[src/rtl/fm_index_backward_step_assert.svh]
// assertion macros for the fm index backward step block
// used by the top level only
`ifndef FM_INDEX_BACKWARD_STEP_ASSERT_SVH
`define FM_INDEX_BACKWARD_STEP_ASSERT_SVH

// implication checked on every clock edge outside reset
`define FMI_ASSERT_IMP(label, ante, cons, msg) \
  label: assert property (@(posedge clk) disable iff (!rst_n) (ante) |-> (cons)) \
    else $error(msg);

// implication checked in the cycle after the antecedent
`define FMI_ASSERT_NEXT(label, ante, cons, msg) \
  label: assert property (@(posedge clk) disable iff (!rst_n) (ante) |=> (cons)) \
    else $error(msg);

`endif

[src/rtl/fmi_ram.sv]
// generic single port ram with registered read
// no dependencies
module fmi_ram #(
  parameter int unsigned WIDTH = 8,
  parameter int unsigned DEPTH = 256
) (
  input  logic                     clk,
  input  logic                     we,
  input  logic [$clog2(DEPTH)-1:0] addr,
  input  logic [WIDTH-1:0]         wdata,
  output logic [WIDTH-1:0]         rdata
);
  logic [WIDTH-1:0] mem [DEPTH];

  always_ff @(posedge clk) begin
    if (we) begin
      mem[addr] <= wdata;
    end
    rdata <= mem[addr];
  end
endmodule

[config.mk]
export PLATFORM = sky130hd
export DESIGN_NAME = fmi_ram
export DESIGN_NICKNAME = d
export VERILOG_FILES = /design/src/rtl/fm_index_backward_step_assert.svh /design/src/rtl/fmi_ram.sv
export SDC_FILE = /design/constraint.sdc
export NUM_CORES = 2
export LEC_CHECK = 0
export BUFFER_PORTS_ARGS = -buffer_cell sky130_fd_sc_hd__buf_2
export CAP_MARGIN = 20
export CELL_PAD_IN_SITES_DETAIL_PLACEMENT = 0
export CELL_PAD_IN_SITES_GLOBAL_PLACEMENT = 1
export CORE_MARGIN = 2
export CORE_UTILIZATION = 24
export DETAILED_ROUTE_END_ITERATION = 8
export PLACE_DENSITY_LB_ADDON = 0.1
export SYNTH_ARGS = -nofsm -noshare
export SYNTH_HDL_FRONTEND = slang
export SYNTH_SLANG_ARGS = --single-unit
[constraint.sdc]
create_clock -name clk -period 2.7 [get_ports clk]
set_input_delay 0.27 -clock clk [delete_from_list [all_inputs] [get_ports clk]]
set_output_delay 0.27 -clock clk [all_outputs]
set_load 0.01 [all_outputs]
==> out/results.tsv <==
metric	value	unit
status	finished, final reports clean	
final_common_cell	edfxtp_1	
startpoint	mem[239][6]$_DFFE_PP_	
drive_gt1_share	36.06	%
hold-worst-slack	0.2580	ns
grt_pass1_vias	41720	
rsz0062_at_grt	no	
grt_start_max_net_pins	82	
power.total	70.36	mW
crit_type	reg -> reg	
dp_cells	8409	
worstPathArrival	3.41	ns
max_freq	377.9	MHz
fin_crit_sh	98.01	%
pwr_density_cell	719.5	nW/um2
cp.required	3.46	ns
syn-instance-count	3547	
num_io_pins	26	
timing.rr.start	mem[239][6]$_DFFE_PP_	
syn2layout_area_growth	24.58	%
skew	0.06425	ns
setup_viol	0	
cts_tree	yes	
synth_top_area_share	78.35	%
antenna_found_initial	16	
yosysSeqAreaShare	78.55	%
hp-class	in -> reg	
cts_buffers	235	
final_cell_mix	edfxtp_1 (2048), buf_4 (633), mux4_2 (512)	
fin_area	97790	um2
rows	209	
fin_cells	8855	
vias	39140	
root_buffer	clkbuf_16	
clock_latency	0.91	ns
port-buffer-count	25	
die_w	575.9	um
p_leak	30.73	nW
relSlewSlack	31.82	%
fin_crit	2.646	ns
drv_slew	0	
worst_slack	0.05381	ns
layout.nets	4347	
yosysUniqueCellTypes	22	
place_congestion	0.7331	
gr-total-overflow	0	
syn_nets	3565	
tightest_slew	1.019	ns
max-cap-violations	0	
drtIter0Drc	3333	
syn_area_per_cell	22.13	um2
cts.clk_slew.worst_paths	0.06	ns
worstHoldStart	we	
synth_area_leaders	edfxtp_1 (78%), mux4_2 (15%), a22oi_1 (2.4%)	
hpwl	164100	um
synth_warnings	0	
endpoint_kind	flip-flop	
grtUsageTotal	15.01	%
syn-cell-area	78490	um2
synth-seq-cells	2056	
dr.pass1.iters	5	
grt_pass1_wl	348400	um
die_y	575.9	um
placed_cell_area	90140	um2
cts_sinks	2056	
clk_path_buf_depth	4	
synth_top_area_cell	edfxtp_1	
peakVddDrop	539.4	uV
htreeDepth	4	
wl	250900	um
drc	0	
path_max_fanout	1	
final_hold_viol_count	0	
wl_per_cell	28.34	um
ant_nets	0	
coreArea	324800	um2
start_util	24.17	%
dp_slack	-1.191	ns
viasPerCell	4.420	
dieArea	331600	um2
startpoint_type	flip-flop	
==> logic make-up (layout without fill, tap and decap cells) <==
group / count (synthesis) / count (layout) / share of synthesized area (%)
muxes: 512 / 512 / 14.69
other: 0 / 4 / 0
buffers and inverters: 233 / 1212 / 1.401
and+or+nand+nor: 330 / 330 / 1.733
DFF: 2056 / 2056 / 78.55
AOI/OAI and AO/OA: 416 / 416 / 3.622
==> worst max-delay path, stage by stage (launching register included) <==
cell      delay (ns)
edfxtp_1        0.36
mux4_2          0.53
a22oi_1         0.20
buf_4           0.15
a21oi_1         0.11
o41ai_1         0.78
buf_4           0.27
nand4_1         0.08
==> routing by layer <==
layer  share of wire, %  up-vias  track usage (%)
met5                  0        -                0
met3                3.8      299            2.198
met2                 48      722            24.67
li1                   -    16700                -
met4                1.7        0            2.763
met1                 46    21420            21.19
==> stage by stage <==
step	utilization, %	TNS (ns)
floorplan	-	0
global placement	27.75	-9.653
detailed placement	27.75	-7.218
CTS	30.09	0
global route	30.11	0
finish	30.11	0
==> registers in the layout (all words and copies together), names as in the netlist <==
| signal | cells |
|---|---|
| mem | 2048 |
| rdata | 8 |
==> report_power, final <==
group	total (mW)	switching [mW]	internal, mW
Sequential	35.3	0.0798	35.2
Clock	31.3	13.2	18.0
Combinational	3.85	2.32	1.52
==> cells in the mapped netlist <==
library cell	count
inv_1	1
dfxtp_1	8
buf_1	19
edfxtp_1	2048
buf_2	36
nand2_1	28
or2_2	2
nand2b_1	6
a21oi_1	128
o41ai_1	32
mux4_2	512
or3_1	1
nor2_1	232
buf_4	16
clkbuf_1	145
nor2b_1	7
nor3_1	30
nand4_1	8
a22oi_1	256
and2_1	3
nand3_1	13
buf_6	16
==> repair_timing <==
item                       in CTS  in global routing
hold buffers                    8                  0
gates resized for setup         8                  4
cloned                          0                  0
hold endpoints to repair      600                  0
setup endpoints to repair       5                  3
buffers inserted                0                  0
==> area by class of cell <==
class / instances / area (um2)
Fill cell: 31670 / 227000
Sequential cell: 2056 / 61660
Multi-Input combinational cell: 1258 / 15970
Timing Repair Buffer: 777 / 7271
Clock buffer: 298 / 6180
Tap cell: 4325 / 5411
Clock inverter: 136 / 1279
Antenna cell: 4 / 10.01
Inverter: 1 / 3.754
==> path summary, 6_finish.rpt <==
kind | to | slack, ns | depth (start not counted)
worst max-delay path | rdata[6]$_DFF_P_ | 0.05 | 7
worst max register to register | rdata[6]$_DFF_P_ | 0.05 | 7
worst min register to register | rdata[2]$_DFF_P_ | 1.09 | 6
worst min-delay path | mem[208][4]$_DFFE_PP_ | 0.26 | 4
(Power assumes the default switching activity.)
